--- src/hw/rtl/adts_pkg.sv ---
`timescale 1ns / 1ps
// ----------------------------------------------------------------------------
// adts_pkg: shared types, constants and helpers for the ADTS frame wrapper
// Holds the work entry passed from the decoder to the emitter, register
// indexes and the header byte builder.
// ----------------------------------------------------------------------------
package adts_pkg;

   // Register indexes on the csr port
   localparam logic [1:0] REG_AAC_PROFILE    = 2'd0;
   localparam logic [1:0] REG_FREQ_INDEX     = 2'd1;
   localparam logic [1:0] REG_CHANNEL_CONFIG = 2'd2;

   // Register reset values
   localparam logic [1:0] AAC_PROFILE_RST    = 2'd1;
   localparam logic [3:0] FREQ_INDEX_RST     = 4'd4;
   localparam logic [2:0] CHANNEL_CONFIG_RST = 3'd2;

   // Framing constants
   localparam int unsigned SIZE_W            = 21;
   localparam int unsigned FLEN_W            = 13;
   localparam logic [SIZE_W-1:0] MAX_SAMPLE  = 21'(1 << 20);
   localparam logic [SIZE_W-1:0] MAX_FRAME   = 21'h1FFF;
   localparam logic [SIZE_W-1:0] HDR_LEN     = 21'd7;
   localparam logic [7:0] SYNC_HI            = 8'hFF;
   localparam logic [7:0] SYNC_LO            = 8'hF1;
   localparam logic [4:0] FULLNESS_HI        = 5'h1F;
   localparam logic [7:0] FULLNESS_LO        = 8'hFC;
   localparam logic [2:0] HDR_LAST_IDX       = 3'd7;

   // One pending result group: a fault marker, a payload byte, or a header
   // followed by a payload byte
   typedef struct packed {
      logic              hdr;
      logic              fault;
      logic              last;
      logic [7:0]        data;
      logic [1:0]        profile;
      logic [3:0]        freq;
      logic [2:0]        chan;
      logic [FLEN_W-1:0] flen;
   } work_type;

   // Header byte at position idx (0 to 6)
   function automatic logic [7:0] hdr_byte(input work_type w, input logic [2:0] idx);
      logic [7:0] b;
      begin
         case (idx)
            3'd0:    b = SYNC_HI;
            3'd1:    b = SYNC_LO;
            3'd2:    b = {w.profile, w.freq, 1'b0, w.chan[2]};
            3'd3:    b = {w.chan[1:0], 4'd0, w.flen[12:11]};
            3'd4:    b = w.flen[10:3];
            3'd5:    b = {w.flen[2:0], FULLNESS_HI};
            3'd6:    b = FULLNESS_LO;
            default: b = w.data;
         endcase
         return b;
      end
   endfunction

endpackage

--- src/hw/rtl/adts_dec.sv ---
`timescale 1ns / 1ps
// ----------------------------------------------------------------------------
// adts_dec: sample tracking and result decode
// Keeps the byte count of the current sample and the sticky fault, and
// turns each accepted byte into a work entry for the emitter.
// ----------------------------------------------------------------------------
module adts_dec (
   input  logic                         clock,
   input  logic                         reset,
   input  logic                         accept,
   input  logic [7:0]                   payload_byte,
   input  logic [adts_pkg::SIZE_W-1:0]  sample_bytes,
   input  logic [1:0]                   aac_profile,
   input  logic [3:0]                   freq_index,
   input  logic [2:0]                   channel_config,
   output logic                         load,
   output adts_pkg::work_type           entry
);

   logic [adts_pkg::SIZE_W-1:0] bytes_seen_ff, bytes_seen_in;
   logic                        failed_ff, failed_in;
   logic                        bad_size;
   logic                        is_last;
   logic                        fits;
   logic [adts_pkg::SIZE_W-1:0] flen;
   logic [adts_pkg::SIZE_W:0]   seen_next;

   // Classify the byte against its sample size
   always_comb begin
      bad_size  = (sample_bytes == '0) || (sample_bytes > adts_pkg::MAX_SAMPLE);
      flen      = sample_bytes + adts_pkg::HDR_LEN;
      fits      = (flen <= adts_pkg::MAX_FRAME);
      seen_next = {1'b0, bytes_seen_ff} + 22'd1;
      is_last   = (seen_next >= {1'b0, sample_bytes});
   end

   // Build the work entry
   always_comb begin
      entry.hdr     = !bad_size && (bytes_seen_ff == '0);
      entry.fault   = bad_size;
      entry.last    = is_last && !bad_size;
      entry.data    = bad_size ? 8'd0 : payload_byte;
      entry.profile = aac_profile;
      entry.freq    = freq_index;
      entry.chan    = (channel_config == 3'd0) ? 3'd2 : channel_config;
      entry.flen    = flen[adts_pkg::FLEN_W-1:0];
      load          = accept && !failed_ff && (bad_size || fits);
   end

   // Advance the sample counter and latch the fault
   always_comb begin
      bytes_seen_in = bytes_seen_ff;
      failed_in     = failed_ff;
      if (accept && !failed_ff) begin
         if (bad_size) begin
            failed_in = 1'b1;
         end else if (is_last) begin
            bytes_seen_in = '0;
         end else begin
            bytes_seen_in = seen_next[adts_pkg::SIZE_W-1:0];
         end
      end
   end

   always_ff @(posedge clock) begin
      if (reset) begin
         bytes_seen_ff <= '0;
         failed_ff     <= 1'b0;
      end else begin
         bytes_seen_ff <= bytes_seen_in;
         failed_ff     <= failed_in;
      end
   end

endmodule

--- src/hw/rtl/adts_emit.sv ---
`timescale 1ns / 1ps
// ----------------------------------------------------------------------------
// adts_emit: work register and output register
// Holds one work entry and walks it into the output register one byte
// per cycle while it has room, inserting seven header bytes where required.
// ----------------------------------------------------------------------------
module adts_emit (
   input  logic               clock,
   input  logic               reset,
   input  logic               load,
   input  adts_pkg::work_type entry,
   output logic               take_ready,
   output logic [7:0]         rsp_tdata,   // out_byte
   output logic               rsp_tvalid,
   input  logic               rsp_tready,
   output logic               rsp_tlast,   // frame_end
   output logic               rsp_tuser    // fault
);

   adts_pkg::work_type work_ff, work_in;
   logic               work_valid_ff, work_valid_in;
   logic [2:0]         idx_ff, idx_in;
   logic               rsp_valid_ff, rsp_valid_in;
   logic [7:0]         rsp_data_ff, rsp_data_in;
   logic               rsp_last_ff, rsp_last_in;
   logic               rsp_fault_ff, rsp_fault_in;
   logic               out_free;
   logic               fire;
   logic               done;
   logic               on_payload;

   // Step through the entry while the output register has room
   always_comb begin
      out_free   = !rsp_valid_ff || rsp_tready;
      fire       = work_valid_ff && out_free;
      on_payload = !work_ff.hdr || (idx_ff == adts_pkg::HDR_LAST_IDX);
      done       = fire && on_payload;
      take_ready = !work_valid_ff || done;

      work_in       = work_ff;
      work_valid_in = work_valid_ff;
      idx_in        = idx_ff;
      if (load) begin
         work_in       = entry;
         work_valid_in = 1'b1;
         idx_in        = '0;
      end else if (done) begin
         work_valid_in = 1'b0;
      end else if (fire) begin
         idx_in = idx_ff + 3'd1;
      end
   end

   // Load the output register, drop the transaction once taken
   always_comb begin
      rsp_data_in  = rsp_data_ff;
      rsp_last_in  = rsp_last_ff;
      rsp_fault_in = rsp_fault_ff;
      rsp_valid_in = rsp_valid_ff && !rsp_tready;
      if (fire) begin
         rsp_valid_in = 1'b1;
         rsp_fault_in = work_ff.fault;
         rsp_last_in  = on_payload && work_ff.last;
         rsp_data_in  = on_payload ? work_ff.data : adts_pkg::hdr_byte(work_ff, idx_ff);
      end
   end

   always_ff @(posedge clock) begin
      if (reset) begin
         work_valid_ff <= 1'b0;
         rsp_valid_ff  <= 1'b0;
         idx_ff        <= '0;
      end else begin
         work_valid_ff <= work_valid_in;
         rsp_valid_ff  <= rsp_valid_in;
         idx_ff        <= idx_in;
      end
      work_ff      <= work_in;
      rsp_data_ff  <= rsp_data_in;
      rsp_last_ff  <= rsp_last_in;
      rsp_fault_ff <= rsp_fault_in;
   end

   assign rsp_tvalid = rsp_valid_ff;
   assign rsp_tdata  = rsp_data_ff;
   assign rsp_tlast  = rsp_last_ff;
   assign rsp_tuser  = rsp_fault_ff;

endmodule

--- src/hw/rtl/adts_frame_wrapper.sv ---
`timescale 1ns / 1ps
// ----------------------------------------------------------------------------
// adts_frame_wrapper: AAC raw payload to ADTS framing
// Usage: feed raw AAC payload one byte per transaction on req_, each tagged
// with the byte size of its sample. The first byte of a sample produces a
// 7-byte ADTS header followed by that byte; later bytes pass straight
// through, and the final byte of a sample carries rsp_tlast. Samples whose
// frame would exceed 8191 bytes are swallowed without output. A size of zero
// or above 1 MiB produces one transaction with rsp_tuser set and then the
// block stays silent until reset.
// Latency: two register stages, the work register and then the output
// register, between the accepting edge and the first output byte.
// Throughput: one payload byte per cycle while rsp_tready is high; during
// the seven header bytes on the single output lane, req_tready stays low.
// Reset: clears the sample count, the fault and any pending output, and
// restores the csr registers to profile 1, frequency index 4, channels 2.
// Stall: when rsp_tready is low the output register holds its byte and the
// work register holds the pending entry, so req_tready drops once it is full.
// Write csr registers only while the stream is idle.
// ----------------------------------------------------------------------------
module adts_frame_wrapper (
   input  logic        clock,
   input  logic        reset,
   input  logic [31:0] req_tdata,   // payload_byte [7:0], sample_bytes [28:8]
   input  logic        req_tvalid,
   output logic        req_tready,
   output logic [7:0]  rsp_tdata,   // out_byte [7:0]
   output logic        rsp_tvalid,
   input  logic        rsp_tready,
   output logic        rsp_tlast,   // frame_end
   output logic        rsp_tuser,   // fault
   input  logic        csr_we,
   input  logic [1:0]  csr_addr,
   input  logic [3:0]  csr_wdata
);

   logic [1:0]         aac_profile_ff, aac_profile_in;
   logic [3:0]         freq_index_ff, freq_index_in;
   logic [2:0]         channel_config_ff, channel_config_in;
   logic               accept;
   logic               load;
   adts_pkg::work_type entry;

   // Register writes
   always_comb begin
      aac_profile_in    = aac_profile_ff;
      freq_index_in     = freq_index_ff;
      channel_config_in = channel_config_ff;
      if (csr_we) begin
         case (csr_addr)
            adts_pkg::REG_AAC_PROFILE:    aac_profile_in    = csr_wdata[1:0];
            adts_pkg::REG_FREQ_INDEX:     freq_index_in     = csr_wdata;
            adts_pkg::REG_CHANNEL_CONFIG: channel_config_in = csr_wdata[2:0];
            default:                      ;
         endcase
      end
   end

   always_ff @(posedge clock) begin
      if (reset) begin
         aac_profile_ff    <= adts_pkg::AAC_PROFILE_RST;
         freq_index_ff     <= adts_pkg::FREQ_INDEX_RST;
         channel_config_ff <= adts_pkg::CHANNEL_CONFIG_RST;
      end else begin
         aac_profile_ff    <= aac_profile_in;
         freq_index_ff     <= freq_index_in;
         channel_config_ff <= channel_config_in;
      end
   end

   assign accept = req_tvalid && req_tready;

   adts_dec u_dec (
      .clock          (clock),
      .reset          (reset),
      .accept         (accept),
      .payload_byte   (req_tdata[7:0]),
      .sample_bytes   (req_tdata[28:8]),
      .aac_profile    (aac_profile_ff),
      .freq_index     (freq_index_ff),
      .channel_config (channel_config_ff),
      .load           (load),
      .entry          (entry)
   );

   adts_emit u_emit (
      .clock      (clock),
      .reset      (reset),
      .load       (load),
      .entry      (entry),
      .take_ready (req_tready),
      .rsp_tdata  (rsp_tdata),
      .rsp_tvalid (rsp_tvalid),
      .rsp_tready (rsp_tready),
      .rsp_tlast  (rsp_tlast),
      .rsp_tuser  (rsp_tuser)
   );

endmodule
--- config.mk ---
export PLATFORM = sky130hd
export DESIGN_NAME = adts_frame_wrapper
export DESIGN_NICKNAME = d
export VERILOG_FILES = /design/src/hw/rtl/adts_pkg.sv /design/src/hw/rtl/adts_dec.sv /design/src/hw/rtl/adts_emit.sv /design/src/hw/rtl/adts_frame_wrapper.sv
export SDC_FILE = /design/constraint.sdc
export NUM_CORES = 1
export LEC_CHECK = 0
export BUFFER_PORTS_ARGS = -buffer_cell sky130_fd_sc_hd__clkbuf_2
export CAP_MARGIN = 20
export CORE_ASPECT_RATIO = 0.8
export CORE_UTILIZATION = 55
export DETAILED_ROUTE_END_ITERATION = 8
export PLACE_DENSITY = 0.77
export SKIP_CTS_REPAIR_TIMING = 1
export SYNTH_ARGS = -nofsm -noshare
export SYNTH_HDL_FRONTEND = slang
export SYNTH_HIERARCHICAL = 1
export SYNTH_SLANG_ARGS = --single-unit
--- constraint.sdc ---
create_clock -name clock -period 11.6 [get_ports clock]
set_input_delay 3.48 -clock clock [delete_from_list [all_inputs] [get_ports clock]]
set_output_delay 3.48 -clock clock [all_outputs]
set_load 0.03 [all_outputs]
After elaboration in Yosys (flattened, before gate mapping)
Cells that the tools add are included.

Reductions and logical operators: 33. Add/subtract/negate cells: 3. Muxes and demuxes: 6. Magnitude comparators: 3. Bitwise operators: 2. Equal/unequal tests: 9.

Operators with widths (number): $pmux 8 s7 (1); $logic_not 21->1 (2); $add 21x1->22 const B (1); $ge 22x21->1 (1); $add 21x3->21 const B (1); $gt 21x21->1 const B (1); $le 21x13->1 const B (1); $mux 21 (1); $eq 3x3->1 const B (4); $reduce_and 2->1 (6); $logic_and 1x1->1 (9); $mux 8 (1); $eq 3x2->1 const B (2); $logic_not 1->1 (6); $logic_not 3->1 (2); $logic_or 1x1->1 (5); $add 3x1->3 const B (1); $eq 3x1->1 const B (1); $mux 1 (3); $eq 2x1->1 const B (1); $eq 2x2->1 const B (1); $logic_not 2->1 (1); $not 1->1 (2); $reduce_bool 2->1 (1); $reduce_or 2->1 (1).

Input port bits: 43. Logic and storage cells: 75. Flip-flop bits (word level): 79.

Longest topological paths before layout
Depth in word-level cells: 9. Mapped depth: 15.

By module
Netlist, hierarchy kept.

Modules (own cells, without submodules): adts_dec (seq. area each 440.4 um^2, area an instance 2736.4 um^2, cells each 377, times used 1); adts_emit (seq. area each 1391.3 um^2, area an instance 1936.9 um^2, cells each 126, times used 1); adts_frame_wrapper (seq. area each 180.2 um^2, area an instance 419.2 um^2, cells each 41, times used 1).

Least setup slack after synthesis
No wires, ideal clock.

Kind: input to output. Start point: input rsp_tready. End point: output req_tready. Arrival: 4301 ps. Slack: 3819 ps. Stages on the path: 2. Path buffers: 0. Path through: nor2b_1 -> o21ai_0.

Word-level cells in the longest chain between the ends: 4.

Ends and longest elaborated chain: start, declared (line adts_frame_wrapper.sv:29) `input logic rsp_tready,`; $logic_or 1x1->1 (line adts_emit.sv:34) `out_free = !rsp_valid_ff || rsp_tready;`; $logic_and 1x1->1 (line adts_emit.sv:35) `fire = work_valid_ff && out_free;`; $logic_and 1x1->1 (line adts_emit.sv:37) `done = fire && on_payload;`; $logic_or 1x1->1 (line adts_emit.sv:38) `take_ready = !work_valid_ff || done;`; end, declared (line adts_frame_wrapper.sv:26) `output logic req_tready,`.

Every way passes these cells.

Final worst setup path
Same ends and word-level chain as after synthesis.

==> impl_results.md <==
- DR WL/cell: 17.75 um
- Pre-antenna DRT Iters: 5
- Max_cap viols: 0
- Hold Crit Class: reg2reg
- Post-Syn Instances: 544
- Mean Syn Cell Area: 9.361 sq um
- Net Sw Power: 166.6 uW
- Worst path max stage delay: 270 ps
- Share of cells above drive strength 1: 0.1594
- Tot GR Track Use: 0.2707
- Setup TNS Final: 0 ps
- Vias: 4316
- Synth Flop Type: edfxtp_1
- Chip height: 88.07 um
- Cells along the critical path: clkbuf_2 > nor2b_1 > o21ai_0 > clkbuf_2
- Sw frac: 0.2494
- Adder-cell share of the synthesized area: 0.07617
- Worst Slack Setup Final: 3834 ps
- ANT cells: 0
- DRC Markers: 0
- Simple-gate share of the synthesized area: 0.2467
- Clock Sinks: 79
- Min Tclk post-route: 7766 ps
- Post-Route WL: 12280 um
- Largest net degree at the start of global routing: 48
- Critical path class: in2out
- GRT overflow: 0
- Clock share of power: 0.419
- Main combinational cell family by area after synthesis: simple AND/OR/NAND/NOR gates
- Status: complete, no violations
- Worst VDD drop: 0.09239 mV
- Synthesized flop and latch total: 79
- Port Buffers: 51
- Final setup fails: 0
- H-tree levels: 3
- Final nets: 646
- Seq/Total Area, Yosys: 0.3951
- Vias in the first global route: 3994
- Synth warn: 6
- Worst-path fanout max: 4
- Worst setup EP type: output port
- DP Wirelength: 8813 um
- CP startpoint kind: primary input
- RSZ-0062 raised after global routing: no
- Die width: 109.6 um
- Post-synthesis compound-gate area fraction: 0.1265
- Netlist cell types: 62
- Routed Antenna Nets: 0
- EDFF count, synth: 43
- Rows: 31
- Cell Pwr Density: 119.3 nW/um^2
- Final Cycle Share: 0.6695
- DIE AREA: 9650 sq um
- Mux cell area share after synthesis: 0.02383
- Worst-Skew Late Latency: 340 ps
- Comb pwr share: 0.112
- Pleak: 0.002162 uW
- Via density: 6.237
- Post-Syn Area: 5092 sq um
- Slowest stage cell on the critical path: clkbuf_2
- Antenna violations before repair: 0
- CTS max path bufs: 2
- Syn nets: 618
- Flop pwr share: 0.469
- Post-Synth XOR/XNOR Area: 0.05848
- Layout Skew: 6.100 ps
- Reg clk slew, reported paths: 60 ps
- First-pass GRT wire length: 19700 um
- Root Driver: clkbuf_16
- Fin. Hold Viols: 0
- Area grow syn2layout: 9.877%
- TritonCTS Buffers: 9
- Worst slew margin: 0.2482
- # IOs: 55
- Post-synthesis async set-or-reset flop share: 0
- Setup WS pre-CTS: 3863 ps
- Core area: 9037 sq um
- FMAX: 0.1288 GHz
- CP required: 8120 ps
- Hold_ws: 427.5 ps
- Final GP Congestion: 0.9959
- Max Slew Vio Count: 0
- Most used cell, CP: clkbuf_2
- DR iter-0 viols: 339
- TritonCTS clock tree: built
- Internal power: 501.2 uW
- Initial Util: 0.5635
- CP arrival: 4290 ps
- Worst slew pin tran: 1125 ps
[through the flow]
step	cells	total power [uW]	instance area, sq um	util
3_3_place_gp	676	388.4	5298	0.5862
3_5_place_dp	676	391.2	5298	0.5862
2_1_floorplan	544	367.2	5092	-
4_1_cts	692	669.7	5595	0.6191
6_report	692	667.7	5595	0.6191
5_1_grt	692	690.1	5595	0.6191
[synth_stat cells (5+ instances only)]
master / number / area (sq um)
edfxtp_1: 43 / 1291
nand2_1: 43 / 161.4
nand4_1: 39 / 244.0
dfxtp_1: 36 / 720.7
inv_1: 32 / 120.1
ha_1: 31 / 387.9
a21oi_1: 28 / 140.1
xnor2_1: 27 / 236.5
nor2_1: 26 / 97.59
nand3_1: 19 / 95.09
nor4_1: 15 / 93.84
a31oi_1: 14 / 87.58
nand2b_1: 14 / 87.58
nor3_1: 14 / 70.07
buf_2: 13 / 65.06
and2_1: 12 / 75.07
mux2i_1: 11 / 110.1
clkbuf_1: 10 / 37.54
buf_4: 9 / 67.56
o21ai_0: 9 / 45.04
nor2b_1: 8 / 50.05
buf_6: 7 / 78.83
xor2_1: 7 / 61.31
a21oi_2: 6 / 52.55
a21o_1: 5 / 37.54
o31ai_1: 5 / 37.54
[final timing paths]
check / from / endpoint / slack [ps] / cells past startpoint
setup / recovery: rsp_tready / req_tready / 3830 / 4
hold / removal: u_emit/work_ff[31]$_DFFE_PP_ / u_emit/rsp_tuser$_DFFE_PN_ / 430 / 0
setup reg to reg: u_dec/bytes_seen_ff[2]$_SDFFE_PP0P_ / u_dec/bytes_seen_ff[4]$_SDFFE_PP0P_ / 7700 / 13
hold reg to reg: u_emit/work_ff[31]$_DFFE_PP_ / u_emit/rsp_tuser$_DFFE_PN_ / 430 / 0
[kinds of logic (layout without fill, tap and decap cells)]
group	after synthesis	after routing
and+or+nand+nor	221	221
adders and majority gates	31	31
xor gates and xnor gates	34	34
buffers and inverters	72	105
DFF	79	79
AOI/OAI and AO/OA	95	95
muxes	12	12
[power groups by stage]
stage | logic (uW) | clock network [uW] | registers (uW)
floorplan | 47.4 | 0 | 320
global placement | 69.8 | 0 | 319
detailed placement | 72.2 | 0 | 319
CTS | 73.1 | 284 | 313
global route | 80.9 | 295 | 314
finish | 74.5 | 280 | 313
[sequential cells by signal, indices dropped and copies added (netlist names)]
name,cells
aac_profile_ff,2
channel_config_ff,3
freq_index_ff,4
u_dec/bytes_seen_ff,21
u_dec/failed_ff,1
u_emit/idx_ff,3
u_emit/rsp_tdata,8
u_emit/rsp_tlast,1
u_emit/rsp_tuser,1
u_emit/rsp_tvalid,1
u_emit/work_ff,33
u_emit/work_valid_ff,1
[layout by cell type (no fill, tap or decap), types with 3 or more instances in the layout]
master,instances
o31ai_1,5
nand4_1,39
clkbuf_16,9
a31oi_1,13
buf_4,5
nor2_1,26
o311ai_1,3
a22o_1,3
edfxtp_1,43
ha_1,31
inv_1,32
nor4b_1,3
o211ai_1,3
nand2_1,43
nor2b_1,8
and4_1,3
or2_2,3
a21oi_2,6
and2_1,12
nand3_1,19
a21oi_1,27
a21o_1,5
nor4_1,15
or3_1,4
xor2_1,7
nor3_1,14
clkbuf_2,51
xnor2_1,27
a22oi_1,3
nand2b_1,14
dfxtp_1,36
mux2i_1,11
o21ai_0,9
[cell type report]
| type | count | area (sq um) |
|---|---|---|
| Inverter | 33 | 123.9 |
| Fill cell | 726 | 3442 |
| Timing Repair Buffer | 56 | 292.8 |
| Tap cell | 115 | 143.9 |
| Multi-Input combinational cell | 393 | 2725 |
| Sequential cell | 79 | 2012 |
| Clock buffer | 9 | 225.2 |
| Clock inverter | 7 | 72.57 |
[worst max-delay path, delay by kind of cell]
family	cells	cell delay [ps]
buf+inv	2	360
simple gates	1	260
compound gates	1	200
[layer usage]
layer / wire [um] / track usage
met1: 5475 / 0.3652
met2: 5621 / 0.4322
met3: 1042 / 0.07440
met4: 144 / 0.06667
met5: 0 / 0
No activity file was read; power rests on OpenSTA's default activity.
